$ cat config.mk
export PLATFORM = sky130hd
export DESIGN_NAME = sliding_window_sender
export DESIGN_NICKNAME = d
export VERILOG_FILES = /design/src/rtl/swnd_pkg.sv /design/src/rtl/swnd_ram.sv /design/src/rtl/swnd_ctrl.sv /design/src/rtl/swnd_dp.sv /design/src/rtl/sliding_window_sender.sv
export SDC_FILE = /design/constraint.sdc
export NUM_CORES = 1
export LEC_CHECK = 0
export ABC_AREA = 1
export BUFFER_PORTS_ARGS = -buffer_cell sky130_fd_sc_hd__buf_2
export CORE_ASPECT_RATIO = 0.9
export CORE_MARGIN = 2
export CORE_UTILIZATION = 45
export CTS_CLUSTER_SIZE = 14
export DETAILED_ROUTE_END_ITERATION = 12
export HOLD_SLACK_MARGIN = 0.1
export PLACE_DENSITY = 0.61
export SYNTH_ARGS = -nofsm -noshare
export SYNTH_HDL_FRONTEND = slang
export SYNTH_SLANG_ARGS = --single-unit
$ cat constraint.sdc
create_clock -name aclk -period 14.3 [get_ports aclk]
set_clock_uncertainty 0.05 [all_clocks]
set_input_delay 1.43 -clock aclk [delete_from_list [all_inputs] [get_ports aclk]]
set_output_delay 1.43 -clock aclk [all_outputs]
set_load 0.01 [all_outputs]
$ cat src/rtl/swnd_pkg.sv
// ============================================================================
// swnd_pkg - shared definitions for the sliding window sender
// Sizes, field offsets, operation and result codes, pointer helpers and the
// command and status bundles between the controller and the datapath.
// ============================================================================
`default_nettype none

package swnd_pkg;

    // Sizing of the send ring, the sequence space and the chunk.
    localparam int BUFFER_DEPTH = 16;
    localparam int SEQ_SPACE    = 256;
    localparam int CHUNK_BITS   = 32;
    localparam int MAX_RES      = 16;

    localparam int PTR_SPACE = 2 * BUFFER_DEPTH;
    localparam int PTR_W     = $clog2(PTR_SPACE);
    localparam int ADDR_W    = $clog2(BUFFER_DEPTH);
    localparam int SEQ_W     = 8;
    localparam int RSEQ_W    = 9;
    localparam int WIN_W     = 5;
    localparam int CNT_W     = $clog2(MAX_RES + 1);
    localparam int CMP_W0    = (PTR_W > WIN_W) ? PTR_W : WIN_W;
    localparam int CMP_W     = (CMP_W0 > CNT_W) ? CMP_W0 : CNT_W;

    // Input item layout: chunk, resp_seq, resp_is_ack, resp_window.
    localparam int IN_CHUNK_LSB = 0;
    localparam int IN_RSEQ_LSB  = IN_CHUNK_LSB + CHUNK_BITS;
    localparam int IN_RACK_LSB  = IN_RSEQ_LSB + RSEQ_W;
    localparam int IN_RWIN_LSB  = IN_RACK_LSB + 1;
    localparam int IN_BITS      = IN_RWIN_LSB + WIN_W;
    localparam int S_TDATA_W    = ((IN_BITS + 7) / 8) * 8;

    // Result item layout: pkt_seq, pkt_data, refused, done_res.
    localparam int OUT_SEQ_LSB  = 0;
    localparam int OUT_DATA_LSB = OUT_SEQ_LSB + RSEQ_W;
    localparam int OUT_REF_LSB  = OUT_DATA_LSB + CHUNK_BITS;
    localparam int OUT_DONE_LSB = OUT_REF_LSB + 1;
    localparam int OUT_BITS     = OUT_DONE_LSB + 1;
    localparam int M_TDATA_W    = ((OUT_BITS + 7) / 8) * 8;

    // Operation codes carried in s_tuser.
    typedef enum logic [1:0] {
        OP_APPEND = 2'd0,
        OP_END    = 2'd1,
        OP_RESP   = 2'd2,
        OP_SEND   = 2'd3
    } op_t;

    // Result kinds carried in m_tuser.
    localparam logic [1:0] KIND_DATA   = 2'd0;
    localparam logic [1:0] KIND_PROBE  = 2'd1;
    localparam logic [1:0] KIND_STATUS = 2'd2;

    // Sequence value that marks a probe and a probe response.
    localparam logic [RSEQ_W-1:0] PROBE_SEQ = '1;

    // Controller to datapath.
    typedef struct packed {
        logic take_item;   // execute the item on the input port
        logic emit_pkt;    // send the next buffered chunk
    } swnd_cmd_t;

    // Datapath to controller.
    typedef struct packed {
        logic out_free;    // output register can be loaded this cycle
        logic send_burst;  // the input item is a send that starts a burst
        logic last_pkt;    // one packet of the burst is left
    } swnd_status_t;

    // Distance from b to a on the wrapping pointer ring.
    function automatic logic [PTR_W-1:0] ptr_diff(input logic [PTR_W-1:0] a,
                                                  input logic [PTR_W-1:0] b);
        logic [PTR_W:0] t;
        if (a >= b) begin
            t = {1'b0, a} - {1'b0, b};
        end else begin
            t = {1'b0, a} + (PTR_W + 1)'(PTR_SPACE) - {1'b0, b};
        end
        return t[PTR_W-1:0];
    endfunction

    // Pointer plus one, wrapping at the pointer space.
    function automatic logic [PTR_W-1:0] ptr_inc(input logic [PTR_W-1:0] a);
        logic [PTR_W-1:0] r;
        if (a == PTR_W'(PTR_SPACE - 1)) begin
            r = '0;
        end else begin
            r = a + PTR_W'(1);
        end
        return r;
    endfunction

    // Ring slot addressed by a pointer.
    function automatic logic [ADDR_W-1:0] ptr_addr(input logic [PTR_W-1:0] a);
        logic [PTR_W-1:0] r;
        if (a >= PTR_W'(BUFFER_DEPTH)) begin
            r = a - PTR_W'(BUFFER_DEPTH);
        end else begin
            r = a;
        end
        return r[ADDR_W-1:0];
    endfunction

    // Sequence number plus one, wrapping at the sequence space.
    function automatic logic [SEQ_W-1:0] seq_inc(input logic [SEQ_W-1:0] a);
        logic [SEQ_W-1:0] r;
        if (a == SEQ_W'(SEQ_SPACE - 1)) begin
            r = '0;
        end else begin
            r = a + SEQ_W'(1);
        end
        return r;
    endfunction

endpackage

`default_nettype wire

$ cat src/rtl/swnd_ram.sv
// ============================================================================
// swnd_ram - generic single write, single read RAM
// One write port and one read port with a registered read.
// ============================================================================
`default_nettype none

module swnd_ram #(
    parameter int WIDTH = 32,
    parameter int DEPTH = 16
) (
    input  wire logic                     aclk,
    input  wire logic                     wr_en,
    input  wire logic [$clog2(DEPTH)-1:0] wr_addr,
    input  wire logic [WIDTH-1:0]         wr_data,
    input  wire logic [$clog2(DEPTH)-1:0] rd_addr,
    output logic      [WIDTH-1:0]         rd_data
);

    logic [WIDTH-1:0] mem_reg [DEPTH];
    logic [WIDTH-1:0] rd_data_reg;

    // Write port and registered read port.
    always_ff @(posedge aclk) begin
        if (wr_en) begin
            mem_reg[wr_addr] <= wr_data;
        end
        rd_data_reg <= mem_reg[rd_addr];
    end

    assign rd_data = rd_data_reg;

endmodule

`default_nettype wire

$ cat src/rtl/swnd_ctrl.sv
// ============================================================================
// swnd_ctrl - sequencer of the sliding window sender
// Takes input items and paces a send burst through the ring read and the
// output register, one packet at a time.
// ============================================================================
`default_nettype none

module swnd_ctrl
    import swnd_pkg::*;
(
    input  wire logic         aclk,
    input  wire logic         aresetn,
    input  wire logic         s_tvalid,
    output logic              s_tready,
    input  wire swnd_status_t status,
    output swnd_cmd_t         cmd
);

    typedef enum logic [2:0] {
        ST_IDLE = 3'b001,
        ST_READ = 3'b010,
        ST_EMIT = 3'b100
    } ctrl_state_t;

    ctrl_state_t state_reg;
    ctrl_state_t state_next;

    // Next state and commands.
    always_comb begin
        state_next    = state_reg;
        s_tready      = 1'b0;
        cmd.take_item = 1'b0;
        cmd.emit_pkt  = 1'b0;
        case (state_reg)
            ST_IDLE: begin
                s_tready = status.out_free;
                if (s_tvalid && status.out_free) begin
                    cmd.take_item = 1'b1;
                    if (status.send_burst) begin
                        state_next = ST_READ;
                    end
                end
            end
            ST_READ: begin
                // The ring read of the next chunk lands at this edge.
                state_next = ST_EMIT;
            end
            ST_EMIT: begin
                if (status.out_free) begin
                    cmd.emit_pkt = 1'b1;
                    state_next   = status.last_pkt ? ST_IDLE : ST_READ;
                end
            end
            default: begin
                state_next = ST_IDLE;
            end
        endcase
    end

    // State register.
    always_ff @(posedge aclk) begin
        if (!aresetn) begin
            state_reg <= ST_IDLE;
        end else begin
            state_reg <= state_next;
        end
    end

endmodule

`default_nettype wire

$ cat src/rtl/swnd_dp.sv
// ============================================================================
// swnd_dp - datapath of the sliding window sender
// Ring buffer, window pointers, sequence numbers, burst counter and the
// output register that holds one result item.
// ============================================================================
`default_nettype none

module swnd_dp
    import swnd_pkg::*;
(
    input  wire logic                 aclk,
    input  wire logic                 aresetn,
    input  wire swnd_cmd_t            cmd,
    output swnd_status_t              status,
    input  wire logic [1:0]           s_tuser,
    input  wire logic [S_TDATA_W-1:0] s_tdata,
    input  wire logic                 m_tready,
    output logic                      m_tvalid,
    output logic                      m_tlast,
    output logic      [1:0]           m_tuser,
    output logic      [M_TDATA_W-1:0] m_tdata
);

    // Window state.
    logic [PTR_W-1:0]  acked_reg,    acked_next;
    logic [PTR_W-1:0]  sent_reg,     sent_next;
    logic [PTR_W-1:0]  written_reg,  written_next;
    logic [SEQ_W-1:0]  seq_reg,      seq_next;
    logic [SEQ_W-1:0]  expected_reg, expected_next;
    logic [WIN_W-1:0]  window_reg,   window_next;
    logic              ended_reg,    ended_next;
    logic [CNT_W-1:0]  burst_reg,    burst_next;

    // Output register.
    logic              out_valid_reg;
    logic [1:0]        out_kind_reg;
    logic [RSEQ_W-1:0] out_seq_reg;
    logic [CHUNK_BITS-1:0] out_data_reg;
    logic              out_last_reg;
    logic              out_refused_reg;
    logic              out_done_reg;

    // Values loaded into the output register.
    logic              load_out;
    logic [1:0]        ld_kind;
    logic [RSEQ_W-1:0] ld_seq;
    logic [CHUNK_BITS-1:0] ld_data;
    logic              ld_last;
    logic              ld_refused;
    logic              ld_done;

    // Input fields.
    op_t                   in_op;
    logic [CHUNK_BITS-1:0] in_chunk;
    logic [RSEQ_W-1:0]     in_rseq;
    logic                  in_rack;
    logic [WIN_W-1:0]      in_rwin;

    // Ring access and burst sizing.
    logic                  ram_we;
    logic [CHUNK_BITS-1:0] ram_rd_data;
    logic [PTR_W-1:0]      inflight;
    logic [PTR_W-1:0]      unsent;
    logic [CMP_W-1:0]      avail;
    logic [CMP_W-1:0]      cnt_pre;
    logic [CNT_W-1:0]      burst_cnt;
    logic                  ring_full;
    logic                  win_zero;
    logic                  cnt_zero;
    logic                  in_order;
    logic                  done_now;
    logic                  out_free;

    assign in_op    = op_t'(s_tuser);
    assign in_chunk = s_tdata[IN_CHUNK_LSB +: CHUNK_BITS];
    assign in_rseq  = s_tdata[IN_RSEQ_LSB +: RSEQ_W];
    assign in_rack  = s_tdata[IN_RACK_LSB];
    assign in_rwin  = s_tdata[IN_RWIN_LSB +: WIN_W];

    // Send ring: appends write at the written pointer, sends read at the sent one.
    swnd_ram #(
        .WIDTH(CHUNK_BITS),
        .DEPTH(BUFFER_DEPTH)
    ) u_ring (
        .aclk   (aclk),
        .wr_en  (ram_we),
        .wr_addr(ptr_addr(written_reg)),
        .wr_data(in_chunk),
        .rd_addr(ptr_addr(sent_reg)),
        .rd_data(ram_rd_data)
    );

    // Occupancy and the size of a send burst.
    always_comb begin
        inflight  = ptr_diff(sent_reg, acked_reg);
        unsent    = ptr_diff(written_reg, sent_reg);
        ring_full = ptr_diff(written_reg, acked_reg) >= PTR_W'(BUFFER_DEPTH);
        if (CMP_W'(window_reg) > CMP_W'(inflight)) begin
            avail = CMP_W'(window_reg) - CMP_W'(inflight);
        end else begin
            avail = '0;
        end
        cnt_pre = (CMP_W'(unsent) < avail) ? CMP_W'(unsent) : avail;
        if (cnt_pre > CMP_W'(MAX_RES)) begin
            burst_cnt = CNT_W'(MAX_RES);
        end else begin
            burst_cnt = cnt_pre[CNT_W-1:0];
        end
        win_zero = (window_reg == '0);
        cnt_zero = (burst_cnt == '0);
        in_order = !in_rseq[RSEQ_W-1] && (in_rseq[SEQ_W-1:0] == expected_reg);
    end

    // Item execution and packet emission.
    always_comb begin
        acked_next    = acked_reg;
        sent_next     = sent_reg;
        written_next  = written_reg;
        seq_next      = seq_reg;
        expected_next = expected_reg;
        window_next   = window_reg;
        ended_next    = ended_reg;
        burst_next    = burst_reg;
        ram_we        = 1'b0;
        load_out      = 1'b0;
        ld_kind       = KIND_STATUS;
        ld_seq        = '0;
        ld_data       = '0;
        ld_last       = 1'b1;
        ld_refused    = 1'b0;
        if (cmd.take_item) begin
            case (in_op)
                OP_APPEND: begin
                    load_out   = 1'b1;
                    ld_refused = ring_full;
                    if (!ring_full) begin
                        ram_we       = 1'b1;
                        written_next = ptr_inc(written_reg);
                    end
                end
                OP_END: begin
                    load_out   = 1'b1;
                    ended_next = 1'b1;
                end
                OP_RESP: begin
                    load_out = 1'b1;
                    if (in_rseq == PROBE_SEQ) begin
                        window_next = in_rwin;
                    end else if (in_order) begin
                        if (in_rack) begin
                            // An ACK with nothing in flight changes nothing.
                            if (acked_reg != sent_reg) begin
                                window_next   = in_rwin;
                                expected_next = seq_inc(expected_reg);
                                acked_next    = ptr_inc(acked_reg);
                            end
                        end else begin
                            // Go back: resend from the oldest unacked chunk.
                            sent_next = acked_reg;
                            seq_next  = expected_reg;
                        end
                    end
                end
                OP_SEND: begin
                    if (win_zero) begin
                        load_out = 1'b1;
                        ld_kind  = KIND_PROBE;
                        ld_seq   = PROBE_SEQ;
                    end else if (cnt_zero) begin
                        load_out = 1'b1;
                    end else begin
                        burst_next = burst_cnt;
                    end
                end
                default: begin
                    load_out = 1'b0;
                end
            endcase
        end else if (cmd.emit_pkt) begin
            load_out   = 1'b1;
            ld_kind    = KIND_DATA;
            ld_seq     = {1'b0, seq_reg};
            ld_data    = ram_rd_data;
            ld_last    = (burst_reg == CNT_W'(1));
            sent_next  = ptr_inc(sent_reg);
            seq_next   = seq_inc(seq_reg);
            burst_next = burst_reg - CNT_W'(1);
        end
    end

    // Completion after this item's updates.
    assign done_now = ended_next && (acked_next == sent_next) && (sent_next == written_next);

    // A burst always leaves packets in flight, so done stays low on its packets.
    assign ld_done = cmd.emit_pkt ? 1'b0 : done_now;

    assign out_free = !out_valid_reg || m_tready;

    // Control state.
    always_ff @(posedge aclk) begin
        if (!aresetn) begin
            acked_reg     <= '0;
            sent_reg      <= '0;
            written_reg   <= '0;
            seq_reg       <= '0;
            expected_reg  <= '0;
            window_reg    <= '0;
            ended_reg     <= 1'b0;
            burst_reg     <= '0;
            out_valid_reg <= 1'b0;
        end else begin
            acked_reg     <= acked_next;
            sent_reg      <= sent_next;
            written_reg   <= written_next;
            seq_reg       <= seq_next;
            expected_reg  <= expected_next;
            window_reg    <= window_next;
            ended_reg     <= ended_next;
            burst_reg     <= burst_next;
            if (load_out) begin
                out_valid_reg <= 1'b1;
            end else if (m_tready) begin
                out_valid_reg <= 1'b0;
            end
        end
    end

    // Output payload.
    always_ff @(posedge aclk) begin
        if (load_out) begin
            out_kind_reg    <= ld_kind;
            out_seq_reg     <= ld_seq;
            out_data_reg    <= ld_data;
            out_last_reg    <= ld_last;
            out_refused_reg <= ld_refused;
            out_done_reg    <= ld_done;
        end
    end

    assign status.out_free   = out_free;
    assign status.send_burst = (in_op == OP_SEND) && !win_zero && !cnt_zero;
    assign status.last_pkt   = (burst_reg == CNT_W'(1));

    assign m_tvalid = out_valid_reg;
    assign m_tlast  = out_last_reg;
    assign m_tuser  = out_kind_reg;
    assign m_tdata  = {(M_TDATA_W - OUT_BITS)'(0), out_done_reg, out_refused_reg,
                       out_data_reg, out_seq_reg};

endmodule

`default_nettype wire

$ cat src/rtl/sliding_window_sender.sv
// ============================================================================
// sliding_window_sender - go-back-N sliding window sender
// Ring send buffer, receiver-advertised window, probes and go-back rewind.
// ============================================================================
// Each input item is an operation in s_tuser (append chunk, end of data,
// response, send opportunity). Append, end-of-data and response items each
// give one status item. A send opportunity gives a probe when the advertised
// window is zero, a status item when nothing fits or remains, and otherwise
// a burst of n data packets (n up to 16): each packet waits for the registered
// read of the send ring and then until the single output register is free to
// load. A new input item is taken while the last result still waits, as long
// as the output register drains in the same cycle. The last item caused by an
// input carries m_tlast. No clearing pass follows reset.
// ============================================================================
`default_nettype none

module sliding_window_sender
    import swnd_pkg::*;
(
    input  wire logic                 aclk,
    input  wire logic                 aresetn,
    // Input channel.
    input  wire logic                 s_tvalid,
    output logic                      s_tready,
    // tdata: chunk, resp_seq, resp_is_ack, resp_window, zero pad
    input  wire logic [S_TDATA_W-1:0] s_tdata,
    // tuser: operation
    input  wire logic [1:0]           s_tuser,
    // Result channel.
    output logic                      m_tvalid,
    input  wire logic                 m_tready,
    // tdata: pkt_seq, pkt_data, refused, done_res, zero pad
    output logic      [M_TDATA_W-1:0] m_tdata,
    // tuser: kind
    output logic      [1:0]           m_tuser,
    output logic                      m_tlast
);

    swnd_cmd_t    cmd;
    swnd_status_t status;

    // Sequencer.
    swnd_ctrl u_ctrl (
        .aclk    (aclk),
        .aresetn (aresetn),
        .s_tvalid(s_tvalid),
        .s_tready(s_tready),
        .status  (status),
        .cmd     (cmd)
    );

    // Buffer, window state and output register.
    swnd_dp u_dp (
        .aclk    (aclk),
        .aresetn (aresetn),
        .cmd     (cmd),
        .status  (status),
        .s_tuser (s_tuser),
        .s_tdata (s_tdata),
        .m_tready(m_tready),
        .m_tvalid(m_tvalid),
        .m_tlast (m_tlast),
        .m_tuser (m_tuser),
        .m_tdata (m_tdata)
    );

endmodule

`default_nettype wire

==> out/qor.csv <==
stage,metric,value,unit
run_status,outcome,"finished, final reports clean",
grt,grt_usage,0.210,
cts,clock-sinks,635,
cts,cts_hold_buf,0,
placed_design,dp_cells,2950,
grt,grt_pass1_wl,96100,µm
sta,slew_violations,0,
cells_and_area,syn2layout_area_growth,13.6,%
floorplan,floorplan.rows,83,
grt,grt_max_degree,108,
cells_and_area,antenna_cells,0,
logic_synthesis,synth_seq_cells,635,
setup_path,critPathMaxStageDelay,530,ps
hold_path,min_path_type,flop to flop,
logic_synthesis,syn_avg_cell_area,11.9,µm²
setup_path,crit_family,buffers and inverters,
setup_path,startpoint,u_dp.sent_reg[0],
hold_path,hp-start,u_dp.seq_reg[0],
cells_and_area,layout-drive-gt1-share,0.124,
logic_synthesis,ys.flop_type,edfxtp_1,
power,peakVddDrop,0.100,mV
route,drcViolationCount,0,
cts,h-tree-depth,3,
setup_path,ff2ff_path_depth,27,
cts,cts_made_buffers,67,
route,avgViaCountPerCell,5.57,
setup_path,critPathKind,flop to flop,
setup_path,rrSetupSlack,7810,ps
setup_path,arrival,6680,ps
cts,clockBufferDepth,3,
setup_path,path_buf_inv,6,
logic_synthesis,yosysSeqAreaShare,0.706,
grt,grt_pass1_vias,16500,
placed_design,globalplace.congestion,0.846,
sta,tns,0,ps
setup_path,worstPathRequired,14490,ps
grt,antenna_found_initial,4,
setup_path,end_kind,flop,
cells_and_area,stdcell_count,3073,
sta,finalSetupViolCount,0,
floorplan,die-area,59500,µm²
sta,maxSlewHeadroom,0.290,
logic_synthesis,syn-cell-area,25900,µm²
cts,cts.clk_slew.worst_paths,60,ps
sta,timing.fmax,0.154,GHz
flow_run,max_cap_violations,0,
route,dr.pass1.iters,5,
logic_synthesis,synthCells,2177,
setup_path,critPathMaxFanout,80,
setup_path,rr_endpoint,u_dp.out_data_reg[1],
route,routed_wl,63000,µm
placed_design,port_buffers,100,
sta,finalCritPeriodShare,0.454,
logic_synthesis,ys_async_sr_fraction,0,
power,p_leak,10.3,nW
setup_path,regToRegStartpoint,u_dp.sent_reg[0],
cts,cts_tree,yes,
sta,grt_setup_unrepaired,false,
power,powerDensity,145,nW/µm²
route,wl_per_cell,20.5,µm
route,drt_iter0_markers,1642,
floorplan,initial_utilization,0.455,
logic_synthesis,synth_edf_count,557,
cts,insertion_delay,610,ps
logic_synthesis,ys_types,52,
floorplan,fp.coreArea,57000,µm²
logic_synthesis,ys.warnings.count,0,
sta,tightest_slew,1070,ps
setup_path,crit_end,u_dp.out_data_reg[1],
floorplan,die_w,257,µm
placed_design,hpwl,33700,µm
cts,cts_resized,0,
setup_path,start_kind,flop,
cells_and_area,nNetsFinal,2345,
setup_path,cp.depth,27,
floorplan,io_pins,107,
route,vias,17100,
sta,hold_viol,0,
cts,cts_setup_buffers,0,
cts,root_buffer,clkbuf_16,
grt,grt_overflow_total,0,
cells_and_area,fin_util,0.516,
setup_path,cpMostUsedCell,nand2_1,
route,ant_nets,0,
setup_path,slowest_stage,dfxtp_4,
floorplan,fp.dieH,232,µm
sta,fin_crit,6490,ps
cells_and_area,largest_reg_flops,512,
through the flow:
step                worst slack [ps]  cell area [µm²]  total power, mW  hold WS [ps]
floorplan                       8400            25900             2.42           400
global placement                7980            27200             2.55           446
detailed placement              7790            27200             2.56           462
CTS                             7780            29400             4.30           474
global route                    7230            29400             4.42           490
finish                          7810            29400             4.27           469
per-layer routing:
layer	share of wire	wire length, µm	up-vias	GRT usage
li1	-	-	7998	-
met1	0.44	27900	8448	0.286
met2	0.47	29800	554	0.346
met3	0.059	3720	118	0.0387
met4	0.024	1500	8	0.0630
met5	0.00090	57	-	0
tightest hold or removal path, delay by kind of cell, from the launching register on:
family / cells / cell delay (ps)
buffers and inverters: 1 / 90
DFF: 1 / 320
AOI/OAI and AO/OA: 1 / 60
power breakdown:
| group | total [mW] | switching, mW | internal (mW) |
|---|---|---|---|
| combinational | 0.430 | 0.304 | 0.127 |
| clock | 1.74 | 0.727 | 1.02 |
| sequential | 2.09 | 0.0237 | 2.07 |
Yosys cell counts (3+ instances only):
cell type | n | area, µm²
nor3_1 | 14 | 70.1
fa_1 | 3 | 60.1
clkinv_1 | 3 | 11.3
xor2_1 | 8 | 70.1
dfxtp_1 | 78 | 1560
o21ai_0 | 290 | 1450
nor3b_1 | 4 | 30.0
clkbuf_1 | 98 | 368
nand3_1 | 97 | 485
nor2_2 | 3 | 18.8
nand4_1 | 15 | 93.8
nand3_4 | 3 | 52.6
nand2_2 | 5 | 31.3
o22ai_1 | 82 | 513
xnor2_1 | 8 | 70.1
o211ai_1 | 16 | 120
nand3_2 | 7 | 70.1
ha_1 | 34 | 425
nor2_1 | 383 | 1440
inv_1 | 114 | 428
nor4_1 | 3 | 18.8
a21oi_1 | 28 | 140
buf_1 | 12 | 45.0
inv_2 | 9 | 33.8
buf_4 | 8 | 60.1
nand2_1 | 208 | 781
edfxtp_1 | 557 | 16700
buf_2 | 4 | 20.0
o221ai_1 | 49 | 429
o21ai_1 | 5 | 25.0
placed cells by master, fill, tap and decap left out, types with 6 or more instances in the layout:
cell       netlist  routed
o211ai_1        16      16
nor2_1         383     366
a21oi_1         28      28
o21ai_0        290     290
ha_1            34      34
edfxtp_1       557     557
clkinv_1         3       9
nor2_4           2      19
inv_2            9      10
buf_2            4     100
inv_1          114     112
nand4_1         15      15
buf_4            8      28
xor2_1           8       8
bufinv_16        0       6
dfxtp_1         78      75
o221ai_1        49      49
xnor2_1          8       8
nand2_1        208     208
clkinv_2         1       9
nor3_1          14      14
clkbuf_16        0      67
nand3_2          7       7
clkbuf_1        98      20
nand3_1         97      97
o22ai_1         82      82
cell type report:
type                            count  area [µm²]
Fill cell                        4844       27600
Clock buffer                       92        1820
Tap cell                          765         957
Timing Repair Buffer              128         711
Inverter                          127         484
Multi-Input combinational cell   1295        6780
Sequential cell                   635       18300
Clock inverter                     31         384
cells by family after synthesis:
logic type | share of synthesized area
other cells | 0.000145
simple gates | 0.123
xor+xnor | 0.00541
compound gates | 0.108
fa+ha+maj | 0.0187
buf+inv | 0.0383
flops | 0.706
worst min path at each step:
stage	to	slack, ps	cells after the start
after global placement	u_dp.window_reg[0]	450	2
after detailed placement	u_dp.out_data_reg[17]	460	2
final	u_dp.seq_reg[0]	470	2
after CTS	u_dp.window_reg[2]	470	2
after floorplan	u_dp.window_reg[0]	400	2
after global routing	u_dp.out_data_reg[0]	490	2
Power figures use the tool's default switching activity.
